`config.mk`:
```
export PLATFORM = sky130hd
export DESIGN_NAME = slm3_win_cell
export DESIGN_NICKNAME = d
export VERILOG_FILES = /design/src/design/slm3_pkg.sv /design/src/design/slm3_win_cell.sv
export SDC_FILE = /design/constraint.sdc
export NUM_CORES = 1
export LEC_CHECK = 0
export BUFFER_PORTS_ARGS = -buffer_cell sky130_fd_sc_hd__buf_2
export CAP_MARGIN = 5
export CELL_PAD_IN_SITES_DETAIL_PLACEMENT = 1
export CELL_PAD_IN_SITES_GLOBAL_PLACEMENT = 2
export CORE_MARGIN = 3
export CORE_UTILIZATION = 26
export CTS_CLUSTER_DIAMETER = 40
export DETAILED_ROUTE_END_ITERATION = 10
export PLACE_DENSITY = 0.8
export SYNTH_ARGS = -nofsm -noshare
export SYNTH_HDL_FRONTEND = slang
export SYNTH_SLANG_ARGS = --single-unit
```
`constraint.sdc`:
```
create_clock -name clk -period 1 [get_ports clk]
set_input_delay 0.15 -clock clk [delete_from_list [all_inputs] [get_ports clk]]
set_output_delay 0.15 -clock clk [all_outputs]
set_load 0.01 [all_outputs]
```
`src/design/slm3_pkg.sv`:
```
// ----------------------------------------------------------------------------
// slm3_pkg
// Shared constants for the 3x3 strict local minimum detector.
// ----------------------------------------------------------------------------
package slm3_pkg;

  // window edge length and the index of its centre
  localparam int WIN = 3;
  localparam int CTR = WIN / 2;

  // width of the configuration write data and of the reported positions
  localparam int CFG_W = 11;
  localparam int POS_W = 10;

  // configuration register indexes
  localparam int REG_IDX_W = 1;
  localparam logic [REG_IDX_W-1:0] REG_ROW_COUNT    = 1'd0;
  localparam logic [REG_IDX_W-1:0] REG_COLUMN_COUNT = 1'd1;

endpackage

```
`src/design/slm3_win_cell.sv`:
```
// ----------------------------------------------------------------------------
// slm3_win_cell
// One window column: three samples that move one cell left on every shift.
// ----------------------------------------------------------------------------
module slm3_win_cell #(
  parameter int VALUE_WIDTH = 16
) (
  input  logic                                      clk,
  input  logic                                      rst_n,
  input  logic                                      shift_en,
  input  logic [slm3_pkg::WIN-1:0][VALUE_WIDTH-1:0] col_in,
  output logic [slm3_pkg::WIN-1:0][VALUE_WIDTH-1:0] col_out
);

  import slm3_pkg::*;

  logic [WIN-1:0][VALUE_WIDTH-1:0] col_r;
  logic [WIN-1:0][VALUE_WIDTH-1:0] col_nxt;

  always_comb begin
    col_nxt = col_r;
    if (shift_en) begin
      col_nxt = col_in;
    end
  end

  always_ff @(posedge clk) begin
    if (!rst_n) begin
      col_r <= '0;
    end else begin
      col_r <= col_nxt;
    end
  end

  assign col_out = col_r;

endmodule

```
==> impl_results.md <==
* CTS resizes at 0
* XOR/XNOR Fraction of Synth Area at 0
* Vias per cell at 4.00
* Synth Instances at 155
* Simple-gate share of the synthesized area at 0.163
* Post-CTS Setup Bufs at 0
* Slew margin rel. at 0.580
* Synth Area in Adders at 0
* Synth Area in Compound Gates at 0
* Startpoint Class: flop
* Die height at 90.3 um
* Hold Path Class: input port to flop
* Crit. End Element: primary output
* DR pass1 iterations at 2
* Area leader, netlist: dfxtp_1
* Gpl congestion at 0.643
* H-tree depth at 2
* Hold slack at 0.114 ns
* Initial Utilization at 0.270
* CTS root buf: clkbuf_8
* Post-Syn Nets at 206
* Largest family of logic cells by synthesized area: multiplexers
* Final period util at 0.928
* ANT nets after route at 0
* Critical Path Slowest Stage Cell: dfxtp_1
* Finish-stage setup viols at 0
* CP max stage delay at 0.35 ns
* DP Wirelength at 2870 um
* Per-cell routed wire length at 11.1 um
* Final min period at 0.928 ns
* Die area at 8150 sq um
* Reg clk slew, reported paths at 0.08 ns
* DRT iter0 DRCs at 19
* Final nets at 302
* Initial antenna violation count at 0
* Max frequency at 1080 MHz
* TritonCTS clock tree: done
* First-pass GRT wire length at 6440 um
* Row cnt at 30
* Total power at 0.00378 W
* GRT Residual Overflow at 0
* CTS Buffer Depth at 2
* RSZ-0062 raised after global routing: no
* Synth top cells by count: dfxtp_1, mux2i_1, nor2b_1
* Critical Path Fanout Max at 2
* Netlist cell types at 7
* FF/Latch Area at 961 sq um
* YS warnings at 0
* DR vias at 1,392
* WL final at 3880 um
* WP buf/inv at 1
* Leakage at 1.27 nW
* Cts bufs inserted at 5
* Vias in the first global route at 1,431
* Fin. Hold Viols at 0
* Worst EP required at 0.85 ns
* Drt drc at 0
* Core ar. at 6830 sq um
* Async SR Flop Fraction at 0
* CTS Hold Bufs at 0
* Post-synthesis sequential area ratio at 0.521
* Die Width at 90.3 um
* PD cells at 1520 nW/um^2
* Crit path DAT at 0.78 ns
* Top_reg_cell synth: dfxtp_1
* Multiplexer area fraction after synthesis at 0.260
* Slew @ Worst Pin at 0.630 ns
* R2R Setup Slk at 0.36 ns
* Ranking of synthesized cells by area: dfxtp_1, mux2i_1, nor2b_1
* Clk sinks at 48
* Top Ports at 99
* Share of the synthesized area in the top cell type at 0.521
* Outcome: completed
* Largest net degree at the start of global routing at 49
* Largest delay share family, worst path: flip-flops
* Area occupied by multi-input gates at 781 sq um
* Synth Area per Inst at 11.9 sq um
* PortBufs at 98
* Number of flip-flops under the largest register name at 48
* Total Routing Usage GR at 0.0961
* P&R area growth vs syn at 34.5%
* Worst skew pair latency at 0.29 ns
* CP Class: flop to primary output
* Fin Setup TNS at 0 ns
* Number of synthesized flops with an enable pin at 0
* Critical path cell sequence: buf_2
* # fillers at 824
* Post-synthesis cell area at 1850 sq um
* Slew Viols, Final at 0
* Peak supply drop at 0.521 mV
* Seq cells post-synth at 48
* Share of cells above drive strength 1 at 0.421
* Max-cap violation count at 0
* Number of diodes at 0
* Clock skew at 0 ns
-- worst reg2reg max path: cells and delay by family, from the launching register on --
family / cells / cell delay (ns)
simple gates: 1 / 0.07
mux: 1 / 0.15
flops: 1 / 0.31
-- cell families after synthesis --
| family | Yosys count |
|---|---|
| buffers and inverters | 11 |
| flip-flops | 48 |
| AND/OR/NAND/NOR | 48 |
| multiplexers | 48 |
-- path summary, 6_finish.rpt --
path               startpoint           to  cells after the start
hold / removal     col_in[23]  col_out[23]                      3
setup reg to reg  col_out[28]  col_out[28]                      2
hold reg to reg   col_out[39]  col_out[39]                      2
setup / recovery  col_out[44]  col_out[44]                      1
-- placed cells by master, fill, tap and decap left out, drive strengths merged --
cell,n
buf,100
clkbuf,8
dfxtp,48
mux2i,48
nor2b,48
-- final cells by class --
class	instances	share of cell area
Clock buffer	8	0.0363
Multi-Input combinational cell	96	0.315
Sequential cell	48	0.387
Tap cell	96	0.0484
Timing Repair Buffer	100	0.214
-- per-stage QoR --
step	utilization	cell area [sq um]	cells	worst slack, ns
floorplan	-	1850	155	0.145
global route	0.363	2480	348	0.0194
detailed placement	0.350	2390	340	0.00160
finish	0.363	2480	348	0.0715
global placement	0.350	2390	340	0.0420
CTS	0.363	2480	348	0.0551
-- per-layer routing --
metal	up-vias	track usage	wire, um
met5	-	0	0
li1	696	-	-
met4	0	0.0344	55
met1	625	0.103	1630
met2	64	0.162	1750
met3	7	0.0492	439
-- power breakdown --
group	total [W]	switching (W)	internal [W]
logic	0.000553	0.000255	0.000298
registers	0.00208	0.0000522	0.00202
clock network	0.00115	0.000587	0.000565
total	0.00378	0.000895	0.00289
Power figures use the tool's default switching activity.
